File: config.mk
export PLATFORM = sky130hd
export DESIGN_NAME = imh_ctrl
export DESIGN_NICKNAME = d
export VERILOG_FILES = /design/src/rtl/core/imh_pkg.sv /design/src/rtl/core/imh_ctrl.sv
export SDC_FILE = /design/constraint.sdc
export NUM_CORES = 1
export LEC_CHECK = 0
export ABC_AREA = 1
export BUFFER_PORTS_ARGS = -buffer_cell sky130_fd_sc_hd__buf_2
export CAP_MARGIN = 20
export CORE_MARGIN = 1.5
export CORE_UTILIZATION = 25
export DETAILED_ROUTE_END_ITERATION = 10
export PLACE_DENSITY_LB_ADDON = 0.1
export RECOVER_POWER = 100
export REMOVE_ABC_BUFFERS = 1
export SYNTH_ARGS = -nofsm -noshare
export SYNTH_HDL_FRONTEND = slang
export SYNTH_SLANG_ARGS = --single-unit
File: constraint.sdc
create_clock -name clk_i -period 4.95 [get_ports clk_i]
set_input_delay 1.485 -clock clk_i [delete_from_list [all_inputs] [get_ports clk_i]]
set_output_delay 1.485 -clock clk_i [all_outputs]
set_load 0.005 [all_outputs]
File: src/rtl/core/imh_pkg.sv
`default_nettype none
// ----------------------------------------------------------------------------
// imh_pkg
// Shared types and constants of the indexed min-heap: request and status
// codes, read-address selects, and the command/status bundles that join the
// controller to the datapath.
// ----------------------------------------------------------------------------
package imh_pkg;

  localparam int DEF_MAX_ITEMS   = 1024;
  localparam int DEF_SCORE_WIDTH = 16;
  localparam int ID_W            = 10;
  localparam int ID_SPACE        = 1024;
  localparam int SCORE_IN_W      = 16;
  localparam int COUNT_W         = 11;
  localparam int STATUS_W        = 2;

  typedef enum logic [1:0] {
    REQ_INSERT = 2'd0,
    REQ_POP    = 2'd1,
    REQ_UPDATE = 2'd2,
    REQ_PEEK   = 2'd3
  } req_e;

  typedef enum logic [1:0] {
    STS_OK     = 2'd0,
    STS_EMPTY  = 2'd1,
    STS_REJECT = 2'd2,
    STS_NOMEMB = 2'd3
  } sts_e;

  // heap read address select
  typedef enum logic [2:0] {
    HRA_ZERO = 3'd0,
    HRA_LAST = 3'd1,
    HRA_UP   = 3'd2,
    HRA_CH   = 3'd3,
    HRA_CH1  = 3'd4
  } heap_ra_e;

  typedef struct packed {
    logic     accept;
    logic     clr;
    logic     chk;
    logic     pop_item;
    logic     pop_root;
    logic     ld_mov;
    logic     ld_key;
    logic     up_lat;
    logic     up_step;
    logic     place;
    logic     dn_left;
    logic     dn_right;
    logic     dn_step;
    logic     load_out;
    heap_ra_e heap_ra;
    logic     score_ra_heap;
  } imh_cmd_t;

  typedef struct packed {
    req_e req;
    logic member;
    logic full;
    logic empty;
    logic last_one;
    logic clr_done;
    logic p_zero;
    logic leaf;
    logic up_less;
    logic dn_swap;
    logic out_free;
  } imh_sts_t;

endpackage
`default_nettype wire

File: src/rtl/core/imh_ctrl.sv
`default_nettype none
// ----------------------------------------------------------------------------
// imh_ctrl
// Sequencer of the heap: membership clear after reset, lookup, pop fetch,
// sift up, sift down and result hand-off.
// ----------------------------------------------------------------------------
module imh_ctrl import imh_pkg::*; (
  input  wire logic     clk_i,
  input  wire logic     rst_ni,
  input  wire logic     in_valid_i,
  output logic          in_ready_o,
  input  wire imh_sts_t sts_i,
  output imh_cmd_t      cmd_o
);

  typedef enum logic [17:0] {
    S_CLR    = 18'h00001,
    S_IDLE   = 18'h00002,
    S_LOOKUP = 18'h00004,
    S_CHECK1 = 18'h00008,
    S_CHECK2 = 18'h00010,
    S_POP_R1 = 18'h00020,
    S_POP_R2 = 18'h00040,
    S_POP_R3 = 18'h00080,
    S_POP_R4 = 18'h00100,
    S_UP_CHK = 18'h00200,
    S_UP_RD  = 18'h00400,
    S_UP_CMP = 18'h00800,
    S_PLACE  = 18'h01000,
    S_DN_CHK = 18'h02000,
    S_DN_RL  = 18'h04000,
    S_DN_RR  = 18'h08000,
    S_DN_SR  = 18'h10000,
    S_FIN    = 18'h20000
  } state_e;

  state_e state_q, state_d;
  logic   do_down_q, do_down_d;

  assign in_ready_o = (state_q == S_IDLE);

  always_comb begin
    state_d   = state_q;
    do_down_d = do_down_q;
    cmd_o     = '0;
    cmd_o.heap_ra = HRA_ZERO;
    cmd_o.score_ra_heap = 1'b1;
    case (state_q)
      S_CLR: begin
        cmd_o.clr = 1'b1;
        if (sts_i.clr_done) state_d = S_IDLE;
      end
      S_IDLE: begin
        if (in_valid_i) begin
          cmd_o.accept = 1'b1;
          state_d = S_LOOKUP;
        end
      end
      S_LOOKUP: state_d = S_CHECK1;
      S_CHECK1: begin
        cmd_o.score_ra_heap = 1'b0;
        state_d = S_CHECK2;
      end
      S_CHECK2: begin
        cmd_o.chk = 1'b1;
        case (sts_i.req)
          REQ_INSERT: begin
            do_down_d = 1'b0;
            state_d = (sts_i.member || sts_i.full) ? S_FIN : S_UP_CHK;
          end
          REQ_POP:    state_d = sts_i.empty ? S_FIN : S_POP_R1;
          REQ_UPDATE: begin
            do_down_d = 1'b1;
            state_d = sts_i.member ? S_UP_CHK : S_FIN;
          end
          default:    state_d = S_FIN;
        endcase
      end
      S_POP_R1: begin
        cmd_o.pop_item = 1'b1;
        state_d = S_POP_R2;
      end
      S_POP_R2: begin
        cmd_o.pop_root = 1'b1;
        cmd_o.heap_ra = HRA_LAST;
        do_down_d = 1'b0;
        state_d = sts_i.last_one ? S_FIN : S_POP_R3;
      end
      S_POP_R3: begin
        cmd_o.ld_mov = 1'b1;
        state_d = S_POP_R4;
      end
      S_POP_R4: begin
        cmd_o.ld_key = 1'b1;
        state_d = S_DN_CHK;
      end
      S_UP_CHK: begin
        cmd_o.heap_ra = HRA_UP;
        state_d = sts_i.p_zero ? S_PLACE : S_UP_RD;
      end
      S_UP_RD: begin
        cmd_o.up_lat = 1'b1;
        state_d = S_UP_CMP;
      end
      S_UP_CMP: begin
        if (sts_i.up_less) begin
          cmd_o.up_step = 1'b1;
          state_d = S_UP_CHK;
        end else begin
          state_d = S_PLACE;
        end
      end
      S_PLACE: begin
        cmd_o.place = 1'b1;
        if (do_down_q) begin
          do_down_d = 1'b0;
          state_d = S_DN_CHK;
        end else begin
          state_d = S_FIN;
        end
      end
      S_DN_CHK: begin
        cmd_o.heap_ra = HRA_CH;
        state_d = sts_i.leaf ? S_PLACE : S_DN_RL;
      end
      S_DN_RL: begin
        cmd_o.dn_left = 1'b1;
        cmd_o.heap_ra = HRA_CH1;
        state_d = S_DN_RR;
      end
      S_DN_RR: begin
        cmd_o.dn_right = 1'b1;
        state_d = S_DN_SR;
      end
      S_DN_SR: begin
        if (sts_i.dn_swap) begin
          cmd_o.dn_step = 1'b1;
          state_d = S_DN_CHK;
        end else begin
          state_d = S_PLACE;
        end
      end
      S_FIN: begin
        if (sts_i.out_free) begin
          cmd_o.load_out = 1'b1;
          state_d = S_IDLE;
        end
      end
      default: state_d = S_IDLE;
    endcase
  end

  always_ff @(posedge clk_i or negedge rst_ni) begin
    if (!rst_ni) begin
      state_q   <= S_CLR;
      do_down_q <= 1'b0;
    end else begin
      state_q   <= state_d;
      do_down_q <= do_down_d;
    end
  end

endmodule
`default_nettype wire

# ---- Yosys cells after proc, flatten, opt, wreduce, memory -nomap -nowiden
# Cells that the tools add are included.
dict set report op_classes {
  n_addsub 0
  multipliers 0
  div 0
  order_cmp 0
  eq_ne 24
  shift 0
  n_mux 36
  n_bitwise 0
  reduce_logical 6
}
# cell count
set ops {}
lappend ops {{$pmux 18 s18} 1}
lappend ops {{$mux 18} 8}
lappend ops {{$pmux 18 s3} 1}
lappend ops {{$mux 13} 2}
lappend ops {{$mux 1} 19}
lappend ops {{$eq 18x1->1 const B} 1}
lappend ops {{$eq 18x10->1 const B} 1}
lappend ops {{$eq 18x11->1 const B} 1}
lappend ops {{$eq 18x12->1 const B} 1}
lappend ops {{$eq 18x13->1 const B} 1}
lappend ops {{$eq 18x14->1 const B} 1}
lappend ops {{$eq 18x15->1 const B} 1}
lappend ops {{$eq 18x16->1 const B} 1}
lappend ops {{$eq 18x17->1 const B} 1}
lappend ops {{$eq 18x18->1 const B} 1}
lappend ops {{$eq 18x2->1 const B} 1}
lappend ops {{$eq 18x3->1 const B} 1}
lappend ops {{$eq 18x4->1 const B} 1}
lappend ops {{$eq 18x5->1 const B} 1}
lappend ops {{$eq 18x6->1 const B} 1}
lappend ops {{$eq 18x7->1 const B} 1}
lappend ops {{$eq 18x8->1 const B} 1}
lappend ops {{$eq 18x9->1 const B} 1}
lappend ops {{$mux 15} 1}
lappend ops {{13 further kinds} 16}
dict set report word_totals {
  regBits 19
  latch_bits 0
  ramBits 0
  rom_bits 0
  input_bits 15
  out_inout_bits 19
  mem_count 0
}

# ---- Logic depth before layout (Yosys ltp)
# Gate-level depths: netlist of run 1.
dict set report depth {
  word_depth 4
  depth_mapped 10
  depth_no_buf 10
}

# ---- Worst setup path after synthesis of run 1
# Ideal clock, no wire load.
dict set report synth_timing {
  kind {input to output}
  from {input sts_i[0] in the netlist's numbering}
  to {output cmd_o[17] in the netlist's numbering}
  t_arrival_ps 1849
  required_time_ps 3465
  path_slack_ps 1616
  stages 4
  path_buffers 0
  cell_sequence {inv_1 -> nand4_4 -> nand2_2 -> nor3_1}
}
# item line_no
set synth_lines {}
lappend synth_lines {{start, declared} imh_ctrl.sv:12} ;# input wire imh_sts_t sts_i,
lappend synth_lines {{end, declared} imh_ctrl.sv:13} ;# output imh_cmd_t cmd_o

==> run_results.csv, run 1 <==
group,metric,value,unit
status,outcome,"completed",
die,die_width,76.11,µm
worst_hold_path,hp-class,"register to register",
critical_path,crit_required,3.46,ns
route,vias_per_cell,4.414,
critical_path,cp-end-kind,"output port",
timing,setup_slack,0.9554,ns
route,wl_per_cell,11.93,µm
clock_tree,htreeDepth,1,
die,fp-row-count,26,
critical_path,slowest_delay,0.82,ns
global_route,grt_use_total,12.35,%
route,first_iter_violations,35,
global_route,antenna_found_initial,0,
power,combPwrFrac,41.4,%
timing,fmax,250.3,MHz
logic_synthesis,ys.flop_type,"dfrtp_1",
logic_synthesis,async_flop_share,100.0,%
power,p_int,299.9,µW
place,gp_congestion,0.7648,
global_route,grt_pass1_wl,5706,µm
route,detail_route.first_pass.iterations,4,
logic_synthesis,synth.distinct_cells,28,
timing,finalHoldViolations,0,
critical_path,crit_arrival,2.51,ns
critical_path,slowest_stage,"nor2_1",
power,clockPowerShare,22.1,%
clock_tree,postCtsHoldBufs,0,
timing,tightest_slew,1.105,ns
die,io_pins,34,
clock_tree,cts.sinks,19,
layout,final_common_cell,"nor2_1",
clock_tree,cts_max_path_buffers,2,
timing,fin_skew,0.001529,ns
die,die_h,76.11,µm
logic_synthesis,synth_seq_area_share,35.67,%
layout,fillers,624,
die,start_util,26.00,%
clock_tree,post_cts_buffers,0,
timing,max_slew_margin,26.35,%
timing,finalCritPeriodShare,80.70,%
critical_path,crit_type,"register to output port",
layout,layout_common_cells,"nor2_1, inv_1, nand2_1, buf_2, dfrtp_1",
logic_synthesis,synth_seq_cells,19,
critical_path,critPathMaxFanout,14,
route,antenna_left,0,
layout,syn_to_final_growth,16.29,%
power,power_density,333.1,nW/µm²
critical_path,worst_setup_path_start_kind,"register",
layout,nets,226,
power,p_leak,0.8681,nW
global_route,first_global_vias,1221,
flow_run,max_cap_violations,0,
global_route,grt_overflow,0,
logic_synthesis,ys_warn_count,0,
timing,period_needed,3.995,ns
timing,rsz0062_at_grt,"no",
layout,drive_gt1_share,22.86,%
global_route,grt_max_degree,20,
power,power,517.7,µW
clock_tree,cts_buffers,3,
clock_tree,cts_tree,"built",
timing,worst_hold_slack,0.5193,ns
critical_path,crit_family,"simple AND/OR/NAND/NOR gates",
place,io_buffers,33,
timing,setup_viol,0,
logic_synthesis,synth_edf_count,0,
power,ir_drop,108.0,µV
power,swShare,42.06,%
clock_tree,clk_pin_slew,0.08,ns
power,p_sw,217.8,µW
clock_tree,cts-root-buf,"clkbuf_8",
die,core-area,5140,µm²
timing,tns,0,ns
clock_tree,cts-resized-gates,0,
power,p_seq_share,36.5,%
clock_tree,clock_latency,0.26,ns
route,drt_wl_total,3341,µm
timing,slew_violations,0,
logic_synthesis,syn_inst,174,
logic_synthesis,synthesis.area,1336,µm²
critical_path,crit_buf_inv,1,
route,drc_errors,0,
critical_path,cp_cell_sequence,"nor2_4 -> nand2_4 -> nor2_1 -> nand3_2 -> nor3_1 -> clkbuf_1",
die,fp.dieArea,5793,µm²
place,hpwlAfterDp,2671,µm
route,vias,1236,
place,pre_cts_ws,1.365,ns
logic_synthesis,syn_avg_cell_area,7.680,µm²
layout,num_antenna_cells,0,
metal layers:
layer	share of wire, %	wire, µm	GRT usage, %
met5	0	0	0
met2	45	1520	20.18
met4	1.2	41	4.444
met3	3.4	114	2.036
met1	50	1664	16.43
worst register-to-register path, stage by stage, from the launching register on:
cell and delay [ns]:
dfrtp_1 0.46, nor2_4 0.18, nand2_4 0.09, nor2_1 0.82, nand3_1 0.37, nand3_1 0.20
nand2_1 0.06, nand2_1 0.05, o21ai_0 0.07
worst paths after layout:
| kind | slack (ns) | startpoint | cells after the start | end |
|---|---|---|---|---|
| setup / recovery | 0.96 | state_q[15] | 6 | cmd_o[17] |
| max in group asynchronous | 2.89 | rst_ni | 1 | state_q[2] |
| hold reg to reg | 0.52 | state_q[3] | 1 | state_q[3] |
| min in group asynchronous | 1.41 | rst_ni | 1 | state_q[14] |
| setup reg to reg | 2.55 | state_q[15] | 8 | do_down_q |
| hold / removal | 0.52 | state_q[3] | 1 | state_q[3] |
cell families (layout without fill, tap and decap cells):
| family | after synthesis | in the layout | synth area share (%) |
|---|---|---|---|
| buf+inv | 31 | 67 | 9.925 |
| simple gates | 111 | 111 | 47.57 |
| flops | 19 | 19 | 35.67 |
| compound gates | 13 | 13 | 6.835 |
through the flow:
stage	util [%]	instance area (µm²)	std cells
6_report	30.23	1554	280
5_1_grt	30.23	1554	280
4_1_cts	31.43	1615	280
3_5_place_dp	30.53	1569	276
3_3_place_gp	30.53	1569	276
2_1_floorplan	-	1316	173
cells in the mapped netlist, types with 2 or more instances:
master     count  area (µm²)
nand3_1       14       70.07
o21ai_0        5       25.02
nor2_8         2       40.04
nand2_1       19       71.32
nand4_1        2       12.51
nor2_2         3       18.77
nor2_1        35       131.4
inv_1         29       108.9
dfrtp_1       18       450.4
o2111ai_1      2       17.52
nor3_1        11       55.05
nand3_2        2       20.02
and3_1         3       18.77
nand2_2        6       37.54
nand4_2        2       25.02
o211ai_1       3       22.52
nor2_4         6       67.56
nand2_4        2       22.52
area by class of cell:
| class | count | area [µm²] | share of cell area, % |
|---|---|---|---|
| clock inverters | 1 | 5.005 | 0.3221 |
| multi-input cells | 124 | 678.2 | 43.64 |
| inverters | 30 | 112.6 | 7.246 |
| repair buffers | 33 | 152.6 | 9.823 |
| clock buffers | 3 | 41.29 | 2.657 |
| flip-flops and latches | 19 | 476.7 | 30.68 |
| well taps | 70 | 87.58 | 5.636 |
registers in the layout, summed over array words and instances, names as in the netlist:
register	count
state_q	18
do_down_q	1
power by group through the flow:
stage / combinational (mW) / clock [mW] / sequential, mW
finish: 0.214 / 0.115 / 0.189
CTS: 0.241 / 0.120 / 0.190
global route: 0.247 / 0.127 / 0.193
global placement: 0.241 / 0 / 0.194
floorplan: 0.183 / 0 / 0.188
detailed placement: 0.240 / 0 / 0.193
Note: power is estimated with default switching activity, not from simulation.
==> run 2: changes to the inputs <==
clock period = 3.77 ns   (was 4.95 ns; I/O delays follow)
==> run 2 against run 1 <==
Combinational power rose by 32%. Cell area rose by 0.16%. Sequential share of layout area barely moved. Routed wire length rose by 0.18%. Core utilization barely moved. Clock skew rose by 0.0050 ns. Clock-buffer cell count did not move. Critical endpoint unchanged. Largest cell class unchanged. Largest power group unchanged. Highest routed layer unchanged.
==> run_results.csv, run 2 (synthesized netlist as in run 1, its figures left out) <==
group,metric,value,unit
critical_path,crit_arrival,2.01,ns
critical_path,timing.reg2reg.setup_slack,1.86,ns
clock_tree,cts-root-buf,"clkbuf_8",
power,power_density,436.8,nW/µm²
worst_hold_path,hp-class,"register to register",
place,hpwlAfterDp,2644,µm
worst_hold_path,whs_path_depth,1,
timing,setup_viol,0,
timing,max_slew_margin,23.49,%
route,drt_wl_total,3347,µm
clock_tree,postCtsHoldBufs,0,
die,start_util,26.00,%
critical_path,r2r_end,"state_q[1]",
timing,slew_violations,0,
route,vias,1194,
power,p_leak,0.8683,nW
critical_path,rr_worst_depth,8,
global_route,grt_max_degree,20,
route,wl_per_cell,11.95,µm
layout,layout_common_cells,"nor2_1, inv_1, nand2_1, buf_2, dfrtp_1",
die,fp-row-count,26,
worst_hold_path,hold_end,"state_q[3]",
clock_tree,post_cts_buffers,0,
critical_path,cp-end-kind,"output port",
layout,num_antenna_cells,0,
route,first_iter_violations,44,
layout,largest_reg_flops,18,
clock_tree,cts-resized-gates,0,
layout,final_area,1556,µm²
clock_tree,cts_max_path_buffers,2,
layout,nets,226,
clock_tree,cts_buffers,3,
timing,tns,0,ns
layout,final_core_util,30.28,%
timing,period_needed,3.141,ns
layout,syn_to_final_growth,16.48,%
clock_tree,clk_pin_slew,0.08,ns
die,fp.dieArea,5793,µm²
worst_hold_path,hold_path.startpoint,"state_q[3]",
layout,largest-register,"state_q",
die,core-area,5140,µm²
layout,final_cell_count_no_fill,280,
place,post_dp_cell_area,1569,µm²
route,vias_per_cell,4.264,
critical_path,worst_setup_path_start_kind,"register",
global_route,antenna_found_initial,0,
clock_tree,clock_latency,0.26,ns
timing,finalHoldViolations,0,
critical_path,r2r-start,"state_q[11]",
timing,fmax,318.4,MHz
global_route,first_global_vias,1189,
global_route,grt_overflow,0,
critical_path,critPathMaxFanout,14,
timing,fin_skew,0.006520,ns
layout,fillers,629,
die,die_width,76.11,µm
power,ir_drop,100.7,µV
power,power,679.9,µW
flow_run,max_cap_violations,0,
status,outcome,"completed",
route,detail_route.first_pass.iterations,4,
route,antenna_left,0,
timing,rsz0062_at_grt,"no",
timing,tightest_slew,1.148,ns
critical_path,crit_type,"register to output port",
place,dp_cells,276,
die,io_pins,34,
clock_tree,htreeDepth,1,
global_route,grt_pass1_wl,5602,µm
layout,multi_input_area,683.2,µm²
layout,drive_gt1_share,20.48,%
die,die_h,76.11,µm
layout,reg_top3,"state_q (18), do_down_q (1)",
place,io_buffers,33,
clock_tree,cts.sinks,19,
place,gp_congestion,0.7612,
layout,regArea,476.7,µm²
global_route,grt_use_total,12.33,%
clock_tree,cts_tree,"built",
timing,finalCritPeriodShare,83.32,%
critical_path,crit_required,2.64,ns
route,drc_errors,0,
layout,final_common_cell,"nor2_1",
[run 2: cell types whose count changed in the layout (fill, tap and decap cells not counted), sizes merged]
cell    previous run  this run
clkbuf            15        16
buf               21        20
[run 2: how the worst max path moves through the flow]
stage	start	to	slack [ns]	depth (start not counted)
final	state_q[11]	cmd_o[17]	0.63	7
after global routing	state_q[11]	cmd_o[17]	0.42	7
after CTS	state_q[11]	cmd_o[17]	0.81	6
after detailed placement	sts_i[0]	cmd_o[17]	0.91	6
after global placement	sts_i[0]	cmd_o[17]	0.92	6
after floorplan	sts_i[0]	cmd_o[17]	1.14	4
[run 2: report_power, final]
part | switching (mW) | internal, mW | total [mW]
Combinational | 0.188 | 0.0937 | 0.282
Sequential | 0.0221 | 0.226 | 0.248
Clock | 0.0765 | 0.0736 | 0.150
Total | 0.286 | 0.393 | 0.680
[run 2: layer usage]
layer / track usage (%) / share of wire [%] / vias to the layer above
li1: - / - / 636
met1: 16.08 / 50 / 535
met2: 19.82 / 45 / 21
met3: 2.994 / 3.9 / 2
met4: 4.444 / 0.87 / 0
met5: 0 / 0 / -
[run 2: final cells by class]
cell class | instances | share of cell area (%)
well taps | 70 | 5.627
clock buffers | 3 | 2.653
multi-input cells | 124 | 43.89
flip-flops and latches | 19 | 30.63
repair buffers | 33 | 9.646
clock inverters | 1 | 0.3215
inverters | 30 | 7.235
[run 2: stage by stage]
step,hold WS [ns],setup slack [ns]
2_1_floorplan,0.4701,1.144
3_3_place_gp,0.5046,0.9210
3_5_place_dp,0.5008,0.9098
4_1_cts,0.5122,0.8087
5_1_grt,0.5571,0.4230
6_report,0.5084,0.6289
[run 2: critical path, cell delays in order, from the launching register on]
cell and delay (ns):
dfrtp_1 0.40, nor2_1 0.16, nand2_1 0.22, nor2_8 0.29
nand3_1 0.22, nor2_1 0.26, nor3_1 0.08, clkbuf_1 0.11
==> run 3: changes to the inputs <==
clock period = 3.3 ns   (was 3.77 ns; I/O delays follow)
==> run 3 against run 2 <==
First-iteration DRC count down 43%. Register-to-register slack worse by 0.32 ns. Combinational power up 16%. Largest power group unchanged. Routed wire length down 1.9%. Cell count unchanged. Clock power up 13%. Power up 14%. Core utilization up 0.17 points.
==> run_results.csv, run 3 (synthesized netlist as in run 1, its figures left out) <==
group,metric,value,unit
status,outcome,"completed",
route,antenna_left,0,
layout,syn_to_final_growth,17.13,%
layout,num_antenna_cells,0,
critical_path,worst_setup_path_start_kind,"register",
die,die_width,76.11,µm
clock_tree,postCtsHoldBufs,0,
route,drt_wl_total,3282,µm
timing,slew_violations,0,
place,io_buffers,33,
layout,final_common_cell,"nor2_1",
critical_path,cp-end-kind,"output port",
power,p_leak,0.8739,nW
place,hpwlAfterDp,2653,µm
timing,fin_skew,0.001718,ns
critical_path,crit_arrival,1.92,ns
critical_path,startpoint,"state_q[11]",
timing,fmax,343.4,MHz
global_route,grt_pass1_wl,5664,µm
global_route,grt_max_degree,20,
die,core-area,5140,µm²
global_route,first_global_vias,1193,
power,ir_drop,115.9,µV
layout,drive_gt1_share,21.43,%
critical_path,critPathMaxFanout,14,
power,power_density,497.3,nW/µm²
timing,setup_viol,0,
clock_tree,clock_latency,0.26,ns
critical_path,timing.reg2reg.setup_slack,1.54,ns
critical_path,crit_type,"register to output port",
route,detail_route.first_pass.iterations,4,
route,first_iter_violations,25,
clock_tree,post_cts_buffers,0,
layout,reg_top3,"state_q (18), do_down_q (1)",
global_route,grt_overflow,0,
global_route,grt_use_total,12.32,%
critical_path,r2r-start,"state_q[11]",
clock_tree,htreeDepth,1,
die,start_util,26.00,%
clock_tree,cts.sinks,19,
layout,largest_reg_flops,18,
layout,largest-register,"state_q",
route,wl_per_cell,11.72,µm
place,pre_cts_ws,0.7309,ns
global_route,antenna_found_initial,0,
layout,nets,226,
clock_tree,cts-resized-gates,0,
die,fp-row-count,26,
die,io_pins,34,
die,die_h,76.11,µm
route,drc_errors,0,
die,fp.dieArea,5793,µm²
clock_tree,cts-root-buf,"clkbuf_8",
worst_hold_path,hp-class,"register to register",
clock_tree,clk_pin_slew,0.08,ns
timing,rsz0062_at_grt,"no",
timing,tns,0,ns
route,vias,1204,
flow_run,max_cap_violations,0,
route,vias_per_cell,4.300,
layout,final_cell_count_no_fill,280,
layout,layout_common_cells,"nor2_1, inv_1, nand2_1, buf_2, dfrtp_1",
timing,finalCritPeriodShare,88.23,%
timing,max_slew_margin,24.16,%
critical_path,crit_end,"cmd_o[17]",
timing,period_needed,2.912,ns
place,gp_congestion,0.7648,
place,dp_cells,276,
timing,finalHoldViolations,0,
timing,worst_hold_slack,0.5012,ns
clock_tree,cts_max_path_buffers,2,
critical_path,crit_required,2.31,ns
clock_tree,cts_tree,"built",
critical_path,r2r_end,"state_q[1]",
timing,setup_slack,0.3883,ns
clock_tree,cts_buffers,3,
timing,tightest_slew,1.138,ns
critical_path,rr_worst_depth,8,
## run 3: cell count changes in the layout (fill, tap and decap cells not counted), sizes merged
cell and delta:
clkbuf -1, buf +1
## run 3: worst min path at each step
| stage | start | to | slack (ns) | cells past startpoint |
|---|---|---|---|---|
| 3_3_place_gp | state_q[3] | state_q[3] | 0.50 | 1 |
| 3_5_place_dp | state_q[3] | state_q[3] | 0.49 | 1 |
| 2_1_floorplan | state_q[3] | state_q[3] | 0.47 | 1 |
| 5_1_grt | state_q[3] | state_q[3] | 0.53 | 1 |
| 4_1_cts | state_q[3] | state_q[3] | 0.50 | 1 |
| 6_report | state_q[3] | state_q[3] | 0.50 | 1 |
## run 3: cell type report
class	instances	area [µm²]
fill	622	3575
multi-input combinational	124	690.7
sequential	19	476.7
timing repair buffer	33	151.4
inverter	30	112.6
tap	70	87.58
clock buffer	3	41.29
clock inverter	1	5.005
## run 3: metal layers
metal,share of wire (%),GRT usage [%]
met1,51,16.63
met2,45,20.18
met3,3.4,2.275
met4,0.76,3.333
met5,0,0
## run 3: power by group
group	switching (mW)	total [mW]	internal, mW
Sequential	0.0250	0.283	0.258
Combinational	0.216	0.326	0.110
Clock	0.0849	0.169	0.0840
Total	0.326	0.778	0.453
## run 3: worst max-delay path, stage by stage, from the launching register on
cell,delay [ns]
dfrtp_1,0.40
nor2_1,0.15
nand2_1,0.22
nor2_8,0.28
nand3_1,0.25
nor3_1,0.24
clkbuf_1,0.13
## run 3: stage by stage
stage | util [%] | power, mW | instance area (µm²)
6_report | 30.45 | 0.7785 | 1565
5_1_grt | 30.45 | 0.8483 | 1565
4_1_cts | 31.43 | 0.8243 | 1615
3_5_place_dp | 30.53 | 0.6502 | 1569
3_3_place_gp | 30.53 | 0.6525 | 1569
2_1_floorplan | - | 0.5562 | 1316
